File: config.mk
export PLATFORM = sky130hd
export DESIGN_NAME = murmur2_byte_hash_top
export DESIGN_NICKNAME = d
export VERILOG_FILES = /design/src/rtl/core/mbh_pkg.sv /design/src/rtl/core/mbh_front.sv /design/src/rtl/core/mbh_queue.sv /design/src/rtl/core/mbh_back.sv /design/src/rtl/core/murmur2_byte_hash_top.sv
export SDC_FILE = /design/constraint.sdc
export NUM_CORES = 1
export LEC_CHECK = 0
export ABC_AREA = 0
export BUFFER_PORTS_ARGS = -buffer_cell sky130_fd_sc_hd__buf_2
export CAP_MARGIN = 20
export CELL_PAD_IN_SITES_DETAIL_PLACEMENT = 0
export CELL_PAD_IN_SITES_GLOBAL_PLACEMENT = 2
export CORE_AREA = 2 2 294 180
export CTS_CLUSTER_DIAMETER = 200
export DETAILED_ROUTE_END_ITERATION = 12
export DIE_AREA = 0 0 296 182
export HOLD_SLACK_MARGIN = 0.03
export MAX_ROUTING_LAYER = met4
export PLACE_DENSITY_LB_ADDON = 0.1
export SETUP_SLACK_MARGIN = 0.3
export SYNTH_ARGS = -nofsm -noshare
export SYNTH_HDL_FRONTEND = slang
export SYNTH_HIERARCHICAL = 1
export SYNTH_SLANG_ARGS = --single-unit
export TNS_END_PERCENT = 30
File: constraint.sdc
create_clock -name clock -period 12.97 [get_ports clock]
set_input_delay 1.9455 -clock clock [delete_from_list [all_inputs] [get_ports clock]]
set_output_delay 1.9455 -clock clock [all_outputs]
set_load 0.02 [all_outputs]
File: src/rtl/core/mbh_pkg.sv
package mbh_pkg;

   localparam logic [31:0] MUR_M      = 32'h5bd1e995;
   localparam logic [31:0] SEED_RESET = 32'h11223344;

   localparam logic [1:0] OP_NONE = 2'd0;
   localparam logic [1:0] OP_TAIL = 2'd1;
   localparam logic [1:0] OP_FULL = 2'd2;

   typedef struct packed {
      logic [1:0]  op;
      logic        first;
      logic        last;
      logic [31:0] init;
      logic [31:0] word;
   } entry_type;

endpackage

File: src/rtl/core/mbh_front.sv
module mbh_front import mbh_pkg::*; (
   input  logic        clock,
   input  logic        reset,
   input  logic        req_valid,
   output logic        req_stall,
   input  logic [31:0] req_data_word,
   input  logic [2:0]  req_byte_count,
   input  logic        req_last_item,
   input  logic [31:0] req_total_length,
   input  logic        csr_valid,
   output logic        csr_ready,
   input  logic [31:0] csr_seed,
   input  logic        queue_full,
   output logic        push,
   output entry_type   push_entry
);

   logic        open_ff, open_in;
   logic [31:0] seed_ff, seed_in;
   logic [31:0] mask;

   assign req_stall = queue_full;
   assign csr_ready = 1'b1;
   assign push      = req_valid && !queue_full;

   always_comb begin
      case (req_byte_count)
         3'd1:    mask = 32'h000000ff;
         3'd2:    mask = 32'h0000ffff;
         default: mask = 32'h00ffffff;
      endcase
   end

   always_comb begin
      push_entry.first = !open_ff;
      push_entry.last  = req_last_item;
      push_entry.init  = req_total_length ^ seed_ff;
      if (req_byte_count >= 3'd4) begin
         push_entry.op   = OP_FULL;
         push_entry.word = req_data_word;
      end else if (req_byte_count == 3'd0) begin
         push_entry.op   = OP_NONE;
         push_entry.word = req_data_word;
      end else begin
         push_entry.op   = OP_TAIL;
         push_entry.word = req_data_word & mask;
      end
   end

   always_comb begin
      open_in = open_ff;
      if (push) begin
         open_in = !req_last_item;
      end
      seed_in = seed_ff;
      if (csr_valid) begin
         seed_in = csr_seed;
      end
   end

   always_ff @(posedge clock) begin
      if (reset) begin
         open_ff <= 1'b0;
         seed_ff <= SEED_RESET;
      end else begin
         open_ff <= open_in;
         seed_ff <= seed_in;
      end
   end

endmodule

File: src/rtl/core/mbh_queue.sv
module mbh_queue import mbh_pkg::*; #(
   parameter int DEPTH = 2
) (
   input  logic      clock,
   input  logic      reset,
   input  logic      push,
   input  entry_type push_entry,
   output logic      full,
   input  logic      pop,
   output logic      empty,
   output entry_type head
);

   localparam int PW = (DEPTH > 1) ? $clog2(DEPTH) : 1;
   localparam int CW = $clog2(DEPTH + 1);
   localparam logic [PW-1:0] LAST_SLOT = PW'(DEPTH - 1);
   localparam logic [CW-1:0] FULL_COUNT = CW'(DEPTH);

   entry_type         slot_ff [DEPTH];
   logic [PW-1:0]     wr_ff, wr_in, rd_ff, rd_in;
   logic [CW-1:0]     count_ff, count_in;

   assign full  = (count_ff == FULL_COUNT);
   assign empty = (count_ff == '0);
   assign head  = slot_ff[rd_ff];

   always_comb begin
      wr_in    = wr_ff;
      rd_in    = rd_ff;
      count_in = count_ff;
      if (push) begin
         wr_in = (wr_ff == LAST_SLOT) ? '0 : wr_ff + 1'b1;
      end
      if (pop) begin
         rd_in = (rd_ff == LAST_SLOT) ? '0 : rd_ff + 1'b1;
      end
      if (push && !pop) begin
         count_in = count_ff + 1'b1;
      end else if (pop && !push) begin
         count_in = count_ff - 1'b1;
      end
   end

   always_ff @(posedge clock) begin
      if (reset) begin
         wr_ff    <= '0;
         rd_ff    <= '0;
         count_ff <= '0;
      end else begin
         wr_ff    <= wr_in;
         rd_ff    <= rd_in;
         count_ff <= count_in;
      end
   end

   always_ff @(posedge clock) begin
      if (push) begin
         slot_ff[wr_ff] <= push_entry;
      end
   end

endmodule

File: src/rtl/core/mbh_back.sv
module mbh_back import mbh_pkg::*; (
   input  logic        clock,
   input  logic        reset,
   input  logic        empty,
   input  entry_type   head,
   output logic        pop,
   output logic        rsp_valid,
   input  logic        rsp_stall,
   output logic [31:0] rsp_hash_value
);

   localparam logic [1:0] ST_IDLE = 2'd0;
   localparam logic [1:0] ST_K2   = 2'd1;
   localparam logic [1:0] ST_H    = 2'd2;
   localparam logic [1:0] ST_FIN  = 2'd3;

   logic [1:0]  state_ff, state_in;
   logic        last_ff, last_in;
   logic [31:0] h_ff, h_in;
   logic [31:0] k_ff, k_in;
   logic        rsp_valid_ff, rsp_valid_in;
   logic [31:0] rsp_hash_ff, rsp_hash_in;
   logic [31:0] h_base;
   logic [31:0] mul_a;
   logic [31:0] prod;
   logic        fin_fire;

   assign h_base   = head.first ? head.init : h_ff;
   assign pop      = (state_ff == ST_IDLE) && !empty;
   assign fin_fire = (state_ff == ST_FIN) && (!rsp_valid_ff || !rsp_stall);
   assign prod     = mul_a * MUR_M;

   assign rsp_valid      = rsp_valid_ff;
   assign rsp_hash_value = rsp_hash_ff;

   always_comb begin
      case (state_ff)
         ST_IDLE: mul_a = (head.op == OP_FULL) ? head.word : (h_base ^ head.word);
         ST_K2:   mul_a = k_ff ^ (k_ff >> 24);
         ST_H:    mul_a = h_ff;
         default: mul_a = h_ff ^ (h_ff >> 13);
      endcase
   end

   always_comb begin
      state_in     = state_ff;
      last_in      = last_ff;
      h_in         = h_ff;
      k_in         = k_ff;
      rsp_valid_in = rsp_valid_ff && rsp_stall;
      rsp_hash_in  = rsp_hash_ff;
      case (state_ff)
         ST_IDLE: begin
            if (!empty) begin
               last_in = head.last;
               case (head.op)
                  OP_FULL: begin
                     h_in     = h_base;
                     k_in     = prod;
                     state_in = ST_K2;
                  end
                  OP_TAIL: begin
                     h_in     = prod;
                     state_in = head.last ? ST_FIN : ST_IDLE;
                  end
                  default: begin
                     h_in     = h_base;
                     state_in = head.last ? ST_FIN : ST_IDLE;
                  end
               endcase
            end
         end
         ST_K2: begin
            k_in     = prod;
            state_in = ST_H;
         end
         ST_H: begin
            h_in     = prod ^ k_ff;
            state_in = last_ff ? ST_FIN : ST_IDLE;
         end
         default: begin
            if (fin_fire) begin
               rsp_valid_in = 1'b1;
               rsp_hash_in  = prod ^ (prod >> 15);
               state_in     = ST_IDLE;
            end
         end
      endcase
   end

   always_ff @(posedge clock) begin
      if (reset) begin
         state_ff     <= ST_IDLE;
         rsp_valid_ff <= 1'b0;
      end else begin
         state_ff     <= state_in;
         rsp_valid_ff <= rsp_valid_in;
      end
   end

   always_ff @(posedge clock) begin
      last_ff     <= last_in;
      h_ff        <= h_in;
      k_ff        <= k_in;
      rsp_hash_ff <= rsp_hash_in;
   end

endmodule

File: src/rtl/core/murmur2_byte_hash_top.sv
// 32-bit MurmurHash2 over a message streamed as little-endian words, one word per req_ beat.
// The front takes a beat whenever the queue has room and marks the first beat of each message,
// where length XOR seed starts the hash; the back works off the queue with one shared 32x32
// multiplier: a full word steps through ST_IDLE, ST_K2 and ST_H, a short or empty beat ends in
// ST_IDLE, the last beat adds ST_FIN (held by rsp_stall), and a beat is popped only in ST_IDLE.
// The hash leaves through an output register on rsp_; csr_seed applies from the next message.
module murmur2_byte_hash_top import mbh_pkg::*; #(
   parameter int QUEUE_DEPTH = 2
) (
   input  logic        clock,
   input  logic        reset,
   input  logic        req_valid,
   output logic        req_stall,
   input  logic [31:0] req_data_word,
   input  logic [2:0]  req_byte_count,
   input  logic        req_last_item,
   input  logic [31:0] req_total_length,
   output logic        rsp_valid,
   input  logic        rsp_stall,
   output logic [31:0] rsp_hash_value,
   input  logic        csr_valid,
   output logic        csr_ready,
   input  logic [31:0] csr_seed
);

   logic      queue_full;
   logic      queue_empty;
   logic      push;
   logic      pop;
   entry_type push_entry;
   entry_type head;

   mbh_front u_front (
      .clock            (clock),
      .reset            (reset),
      .req_valid        (req_valid),
      .req_stall        (req_stall),
      .req_data_word    (req_data_word),
      .req_byte_count   (req_byte_count),
      .req_last_item    (req_last_item),
      .req_total_length (req_total_length),
      .csr_valid        (csr_valid),
      .csr_ready        (csr_ready),
      .csr_seed         (csr_seed),
      .queue_full       (queue_full),
      .push             (push),
      .push_entry       (push_entry)
   );

   mbh_queue #(
      .DEPTH (QUEUE_DEPTH)
   ) u_queue (
      .clock      (clock),
      .reset      (reset),
      .push       (push),
      .push_entry (push_entry),
      .full       (queue_full),
      .pop        (pop),
      .empty      (queue_empty),
      .head       (head)
   );

   mbh_back u_back (
      .clock          (clock),
      .reset          (reset),
      .empty          (queue_empty),
      .head           (head),
      .pop            (pop),
      .rsp_valid      (rsp_valid),
      .rsp_stall      (rsp_stall),
      .rsp_hash_value (rsp_hash_value)
   );

endmodule

* Word-level counts from Yosys, hierarchy flattened
Memories as Yosys holds them, arrays and structs flattened. A register that Yosys moved wholly into a read port is not among the register bits.
Cells that the tools add are included.
** Cells by class
- $add $sub $neg :: 4
- Multiply operators :: 1
- Div/mod/pow operators :: 0
- Magnitude comparators :: 1
- Equality and inequality tests :: 10
- Shifts and indexed selects :: 0
- Muxes and demuxes :: 30
- Bitwise operators :: 9
- Reduce and logical (&&, ||, !) cells :: 28
** Operators by type and width (count)
- $mux W32 :: 8
- $pmux W32 S2 :: 2
- $pmux W32 S3 :: 1
- $xor A32 B32 Y32 :: 3
- $pmux W24 S2 :: 1
- $and A32 B24 Y32 :: 1
- $mul A32 B31 Y32 const B :: 1
- $xor A32 B17 Y32 :: 1
- $xor A32 B19 Y32 :: 1
- $xor A32 B8 Y32 :: 1
- $mux W2 :: 8
- $mux W1 :: 9
- $eq A2 B2 Y1 const B :: 4
- $logic_not A1 Y1 :: 8
- $reduce_and A2 Y1 :: 4
- $logic_and A1 B1 Y1 :: 6
- $pmux W2 S3 :: 1
- $reduce_bool A2 Y1 :: 3
- $eq A2 B1 Y1 const B :: 2
- $logic_not A2 Y1 :: 2
- $ne A2 B2 Y1 const B :: 2
- $reduce_bool A4 Y1 :: 1
- $eq A3 B1 Y1 const B :: 1
- $eq A3 B2 Y1 const B :: 1
- 9 further kinds :: 11
** Storage, ports and cells
- Register bits :: 137
- Bits in latches :: 0
- Bits in writable memories :: 136
- ROM bits :: 0
- Word-level logic and storage cells :: 95
- Memories :: 1
** Memories
- u_queue.slot_ff :: depth 2, bits a word 68, rd ports 1, clocked after Yosys merged registers in 1, wr ports 1, line mbh_queue.sv:19 : entry_type slot_ff [DEPTH];

* Longest topological paths before layout
Gate-level depths: netlist (run 1).
- Depth in word-level cells :: 8
- Depth in mapped cells :: 38

* Cells and area by module
Netlist (run 1), hierarchy kept.
** By module, submodules not included
- mbh_back :: times used 1, cells an instance 1447, area an instance 14749.1 um^2
- mbh_queue :: times used 1, cells an instance 234, area an instance 5202.5 um^2
- mbh_front :: times used 1, cells an instance 183, area an instance 1770.4 um^2

* Least setup slack after synthesis (run 1)
Ideal clock, no wire load.
- Path kind :: flip-flop to flip-flop
- From :: reg with a tool-made name
- To :: reg u_back.h_ff[31], data pin
- Library setup time :: 0.269 ns
- Data arrival time :: 8.971 ns
- Required time :: 12.701 ns
- Slack :: 3.729 ns
- Cell stages (with the launch flop) :: 36
- Path buffers :: 6
- Period minus slack after synthesis :: 9.241 ns
- Path through :: dfxtp_1 buf_6 buf_2 mux2_2 buf_4 buf_2 buf_1 buf_1 mux2i_1 nor2_1 xor2_1 a222oi_1 mux2i_1 ha_1 ha_1 inv_1 fa_1 fa_1 fa_1 inv_1 fa_1 fa_1 inv_1 fa_1 inv_1 ha_1 o21a_1 o21a_1 o2bb2ai_1 o21ai_0 a211o_1 o21ai_0 o21ai_0 xnor2_2 mux2_2 mux2i_1
** RTL lines
- end signal: assignment :: line mbh_back.sv:103 : h_ff <= h_in;
- end: declaration :: line mbh_back.sv:19 : logic [31:0] h_ff, h_in;

==> flow_summary.yaml, run 1 <==
routing:
  antenna_left: 0
  via_per_inst: 5.140
  drt-pass1-iter-count: 5
  vias: 14026
  finalWirelength_um: 65190
  post-route-drc-count: 0
  first_iter_violations: 1146
  wl_per_cell_um: 23.89
synth:
  synth_top_area_share_pct: 32.21
  ys_types: 63
  synthXorXnorAreaFrac_pct: 7.926
  synth-seq-area-share_pct: 35.99
  syn_inst: 1864
  yosys_warnings: 6
  yosys_register_bits: 274
  syn-num-nets: 2369
  synthAdderAreaFrac_pct: 29.26
  synthSimpleGateAreaFrac_pct: 4.510
  synth_enable_flop_cells: 233
  synth_top_family_by_area: "adder cells"
  synth.top_cells.by_area: "edfxtp_1 (32%), fa_1 (17%), ha_1 (13%), inv_1 (6.3%), xnor2_1 (3.8%)"
  synthArstFlopShare_pct: 0
  synthFlopType: "edfxtp_1"
  avgSynthCellArea_sq_um: 11.65
  synth_mux_area_share_pct: 7.828
  yosysTopAreaCell: "edfxtp_1"
  syn-cell-area_sq_um: 21720
  synth_compound_area_share_pct: 6.624
critical_path:
  critical_path_arrival_ns: 10.54
  cp-start-kind: "register"
  cp_top_family: "adder cells"
  cp_num_buf_inv: 7
  required_ns: 13.25
  reg2reg_depth: 31
  critical_path_cell_count: 31
  path_max_fanout: 35
  cpMaxStageDelayCell: "nor2b_2"
  rrSetupSlack_ns: 2.71
  cp_common_cell: "fa_1"
  timing.critical_path.slowest_cell_delay_ns: 0.86
  criticalPathCategory: "reg2reg"
  cp-end-kind: "register"
grt:
  grt_pass1_wl_um: 96370
  grt_start_max_net_pins: 69
  grt-ovfl-total: 0
  antenna_found_initial: 0
  grt_pass1_vias: 14335
  grtUsageTotal_pct: 25.48
sta:
  setup_violations: 0
  finalCriticalPeriod_ns: 10.26
  drv_slew: 0
  fin_tns_setup_ns: 0
  fmax_ghz: 0.09748
  finClkSkew_ns: 0.01712
  worstMarginPinSlew_ns: 1.117
  fin_hold_ws_ns: 0.4966
  rsz0062_at_grt: "no"
  hold_viol: 0
  setup_ws_ns: 2.711
  slew_headroom_pct: 24.97
  fin_crit_sh_pct: 79.10
clock_tree:
  cts_root_buffer: "clkbuf_16"
  cts-hold-fix-buffers: 0
  cts_tree: "built"
  clockBufferDepth: 3
  postCtsSetupBuffers: 0
  cts.clk_slew.worst_paths_ns: 0.07
  h-tree-depth: 1
  insertion_delay_ns: 0.54
  cts_sinks: 274
  ctsResizeCount: 0
  cts_inserted_buffers: 24
layout:
  layout.nets: 2513
  fill_cells: 4860
  areaGrowthSynthToFinish_pct: 11.35
  n_antenna_cell: 0
  drive_above_1_share_pct: 15.60
place:
  gp_congestion: 0.9705
  place_ws_ns: 2.462
  portBuffers: 138
  hpwl_um: 52350
floorplanning:
  io_pins: 140
  initial_core_util_pct: 42.13
  fp.dieH_um: 182
  die_w_um: 296
  dieArea_sq_um: 53870
  core_area_sq_um: 51560
  rows: 65
flow_run:
  maxCapViolCount: 0
min_path:
  holdCritPathClass: "reg2reg"
  hold_start: "u_front/seed_ff[13]$_SDFFE_PP1P_"
  holdPathStages: 2
outcome:
  outcome: "finished, final reports clean"
## layout make-up
class / instances / area (sq um) / share of cell area (%)
well taps: 703 / 879.6 / 3.637
multi-input cells: 1166 / 12280 / 50.78
clock buffers: 34 / 733.2 / 3.031
clock inverters: 10 / 100.1 / 0.4138
inverters: 362 / 1359 / 5.618
repair buffers: 180 / 1011 / 4.180
flip-flops and latches: 274 / 7821 / 32.34
## per-layer routing
layer  GRT usage, %  vias to the layer above  share of wire (%)
met4          1.859                        0               0.65
met2          32.28                      427                 38
met5              -                        -                  0
li1               -                     6486                  -
met1          40.93                     7074                 52
met3          7.087                       39                9.8
## sequential cells by signal, indices dropped and copies added (netlist names), 2 cells and up, named ones only
name	count
u_queue/slot_ff	136
u_back/h_ff	32
u_back/k_ff	32
u_back/rsp_hash_value	32
u_front/seed_ff	32
u_back/state_ff	2
u_queue/count_ff	2
## cell usage in the layout, fill, tap and decap left out, types with 4 or more instances in the layout
cell         n
inv_1      362
edfxtp_1   233
ha_1       218
fa_1       180
buf_2      138
nor2_1     103
xnor2_1     92
xor2_1      91
mux2i_1     74
a21oi_1     61
mux2_2      55
buf_4       40
dfxtp_1     40
o21ai_0     36
nand2_1     29
clkbuf_16   28
a211oi_1    21
mux2_4      20
a22oi_1     15
nor3_1      14
a222oi_1    14
a21boi_0    12
o21a_1      11
a21o_1      11
nor2b_1      9
and2_1       9
a221oi_1     6
nand2b_1     6
nand3_1      6
or3_1        6
clkbuf_1     5
and2b_1      5
clkinv_1     4
mux2i_2      4
o211ai_1     4
or2_2        4
## metrics by stage
stage               utilization [%]  instance area [sq um]  cells
floorplan                         -                  21720   1864
global placement              45.22                  23320   2681
detailed placement            45.25                  23330   2683
CTS                           46.87                  24170   2727
global route                  46.91                  24190   2729
finish                        46.91                  24190   2729
## cell families (layout without fill, tap and decap cells)
group,Yosys count,count (layout)
xor+xnor,190,190
compound gates,214,214
fa+ha+maj,400,400
mux,153,153
simple gates,208,208
other cells,1,1
buf+inv,424,586
flops,274,274
## synth_stat cells, types with 3 or more instances
| cell | count |
|---|---|
| inv_1 | 362 |
| edfxtp_1 | 233 |
| ha_1 | 220 |
| fa_1 | 180 |
| nor2_1 | 103 |
| xnor2_1 | 94 |
| xor2_1 | 91 |
| mux2i_1 | 78 |
| a21oi_1 | 61 |
| mux2_2 | 55 |
| dfxtp_1 | 41 |
| o21ai_0 | 37 |
| nand2_1 | 29 |
| clkbuf_1 | 25 |
| a211oi_1 | 21 |
| mux2_4 | 20 |
| a22oi_1 | 15 |
| a222oi_1 | 14 |
| buf_4 | 14 |
| nor3_1 | 14 |
| a21boi_0 | 13 |
| nor2b_1 | 12 |
| a21o_1 | 11 |
| buf_1 | 11 |
| o21a_1 | 11 |
| and2_1 | 10 |
| a221oi_1 | 6 |
| buf_2 | 6 |
| nand2b_1 | 6 |
| nand3_1 | 6 |
| or3_1 | 6 |
| and2b_1 | 5 |
| buf_6 | 4 |
| o211ai_1 | 4 |
| or2_2 | 4 |
| nand4_1 | 3 |
| o21bai_1 | 3 |
| o31ai_1 | 3 |
## worst reg2reg max path: cells and delay by family, from the launching register on
family                   cells  cell delay (ns)
adder cells (fa/ha/maj)      9             3.93
buffers and inverters        7             0.91
flip-flops                   1             0.67
multiplexers                 4             1.09
AO/OA/AOI/OAI                7             1.79
XOR/XNOR                     2             0.63
AND/OR/NAND/NOR              2             1.02
## path summary, 6_finish.rpt
path,to
worst max-delay path,u_back/h_ff[31]$_DFFE_PP_
worst min-delay path,u_front/seed_ff[13]$_SDFFE_PP1P_
worst max register to register,u_back/h_ff[31]$_DFFE_PP_
worst min register to register,u_front/seed_ff[13]$_SDFFE_PP1P_
Power of run 1 is left out: the tool's default activity adds up to more than one toggle a clock period on the data nets, which glitch-free logic cannot reach.
==> run 2: changes to the inputs <==
--- a/config.mk
+++ b/config.mk
@@ -10,10 +10,10 @@
 export CAP_MARGIN = 20
 export CELL_PAD_IN_SITES_DETAIL_PLACEMENT = 0
 export CELL_PAD_IN_SITES_GLOBAL_PLACEMENT = 2
-export CORE_AREA = 2 2 294 180
+export CORE_AREA = 2 2 308 188
 export CTS_CLUSTER_DIAMETER = 200
 export DETAILED_ROUTE_END_ITERATION = 12
-export DIE_AREA = 0 0 296 182
+export DIE_AREA = 0 0 310 190
 export HOLD_SLACK_MARGIN = 0.03
 export MAX_ROUTING_LAYER = met4
 export PLACE_DENSITY_LB_ADDON = 0.1
==> constraint.sdc (replaced) <==
create_clock -name clock -period 8.9 [get_ports clock]
set_input_delay 1.335 -clock clock [delete_from_list [all_inputs] [get_ports clock]]
set_output_delay 1.335 -clock clock [all_outputs]
set_load 0.02 [all_outputs]
==> flow_summary.yaml, run 2 (synthesized netlist as in run 1, its figures left out) <==
sta:
  rsz0062_at_grt: "yes"
  worstMarginPinSlew_ns: 1.020
  hold_viol: 0
  fin_hold_ws_ns: 0.4844
  setup_violations: 0
  fmax_ghz: 0.1187
  fin_crit_sh_pct: 94.66
  slew_headroom_pct: 31.99
  finalCriticalPeriod_ns: 8.425
  finClkSkew_ns: 0.01835
  fin_tns_setup_ns: 0
  drv_slew: 0
routing:
  antenna_left: 0
  via_per_inst: 5.002
  met1_length_um: 36170
  first_iter_violations: 1392
  vias: 14622
  finalWirelength_um: 69180
  post-route-drc-count: 0
  top_layer_used: "met4"
  drt-pass1-iter-count: 6
  route.met2.wl_um: 25780
  wl_per_cell_um: 23.67
  wl_met3_um: 6599
min_path:
  holdCritPathClass: "reg2reg"
  hold_start: "u_front/open_ff$_SDFFE_PP0P_"
clock_tree:
  cts_root_buffer: "clkbuf_16"
  clockBufferDepth: 3
  cts_tree: "built"
  h-tree-depth: 1
  insertion_delay_ns: 0.56
  cts_inserted_buffers: 26
  cts-hold-fix-buffers: 0
  cts_sinks: 274
  cts.clk_slew.worst_paths_ns: 0.07
floorplanning:
  core_area_sq_um: 56490
  initial_core_util_pct: 38.45
  fp.dieH_um: 190
  die_w_um: 310
  rows: 68
  dieArea_sq_um: 58900
  io_pins: 140
critical_path:
  reg2reg_depth: 32
  criticalPathCategory: "reg2reg"
  required_ns: 9.19
  cp_common_cell: "fa_1"
  cpMaxStageDelayCell: "fa_1"
  timing.critical_path.slowest_cell_delay_ns: 0.55
  critical_path_arrival_ns: 8.71
  rrSetupSlack_ns: 0.47
  path_max_fanout: 8
  cp-end-kind: "register"
  rr_endpoint: "u_back/rsp_hash_value[13]$_DFFE_PP_"
  cp-start-kind: "register"
  crit_path_end: "u_back/rsp_hash_value[13]$_DFFE_PP_"
grt:
  grt_pass1_vias: 14795
  antenna_found_initial: 4
  grt-ovfl-total: 0
  grtUsageTotal_pct: 24.21
  grt_start_max_net_pins: 69
  grt_pass1_wl_um: 99440
place:
  postPlaceCellArea_sq_um: 24050
  hpwl_um: 55240
  portBuffers: 138
  gp_congestion: 0.9120
layout:
  drive_above_1_share_pct: 22.96
  largest_reg_flops: 136
  mostFrequentLayoutCells: "inv_1 (354), edfxtp_1 (233), ha_1 (211)"
  layout_commonest_cell: "inv_1"
  final_area_sq_um: 25680
  fill_cells: 5395
  layout.nets: 2637
  top_register: "u_queue/slot_ff"
  utilization_pct: 45.46
  areaGrowthSynthToFinish_pct: 18.23
flow_run:
  maxCapViolCount: 0
outcome:
  outcome: "finished, final reports clean"
[run 2: cell count changes in the layout (fill, tap and decap cells not counted), sizes merged]
cell,before,now
buf,178,299
clkinvlp,1,4
clkinv,6,8
diode,0,1
dlymetal6s2s,1,0
inv,363,362
mux2,75,76
nor2b,12,13
[run 2: per-layer routing]
| layer | GRT usage (%) | vias to the layer above |
|---|---|---|
| li1 | - | 6758 |
| met1 | 38.09 | 7349 |
| met2 | 30.38 | 468 |
| met3 | 7.798 | 47 |
| met4 | 2.248 | 0 |
| met5 | - | - |
[run 2: repair_timing]
action	4_1_cts	5_1_grt
resized for setup	14	79
pin swaps	1	38
buffers inserted	4	41
cloned	0	3
endpoints found under the setup margin	38	46
[run 2: area by class of cell]
class                      count  area [sq um]  area share, %
multi-input combinational   1168         12630          49.18
tap                          770         963.4          3.751
inverter                     362          1366          5.320
clock buffer                  34         701.9          2.733
clock inverter                14         128.9         0.5018
sequential                   274          7821          30.45
timing repair buffer         300          2068          8.053
antenna                        1         2.502       0.009744
[run 2: worst min-delay path by stage]
| stage | to | slack (ns) | cells past startpoint |
|---|---|---|---|
| 3_5_place_dp | u_front/seed_ff[13]$_SDFFE_PP1P_ | 0.48 | 2 |
| 6_report | u_queue/slot_ff[0][65]$_DFFE_PP_ | 0.48 | 1 |
| 4_1_cts | u_front/seed_ff[13]$_SDFFE_PP1P_ | 0.50 | 2 |
| 5_1_grt | u_front/seed_ff[8]$_SDFFE_PP1P_ | 0.52 | 2 |
| 2_1_floorplan | u_queue/slot_ff[0][65]$_DFFE_PP_ | 0.44 | 1 |
| 3_3_place_gp | u_front/seed_ff[6]$_SDFFE_PP1P_ | 0.48 | 2 |
[run 2: critical path, delay by kind of cell, from the launching register on]
family	cells	cell delay, ns
AO/OA/AOI/OAI	5	1.07
XOR/XNOR	2	0.26
adder cells (fa/ha/maj)	9	3.98
buffers and inverters	11	1.38
flip-flops	1	0.45
multiplexers	2	0.55
AND/OR/NAND/NOR	3	0.45
[run 2: stage by stage]
stage          std cells  worst slack [ns]
6_report            2923            0.4749
2_1_floorplan       1864            0.3022
3_3_place_gp        2822          -0.04320
5_1_grt             2923            0.2308
4_1_cts             2877            0.3002
3_5_place_dp        2825          -0.04179
Power of run 2 is left out for the same reason.
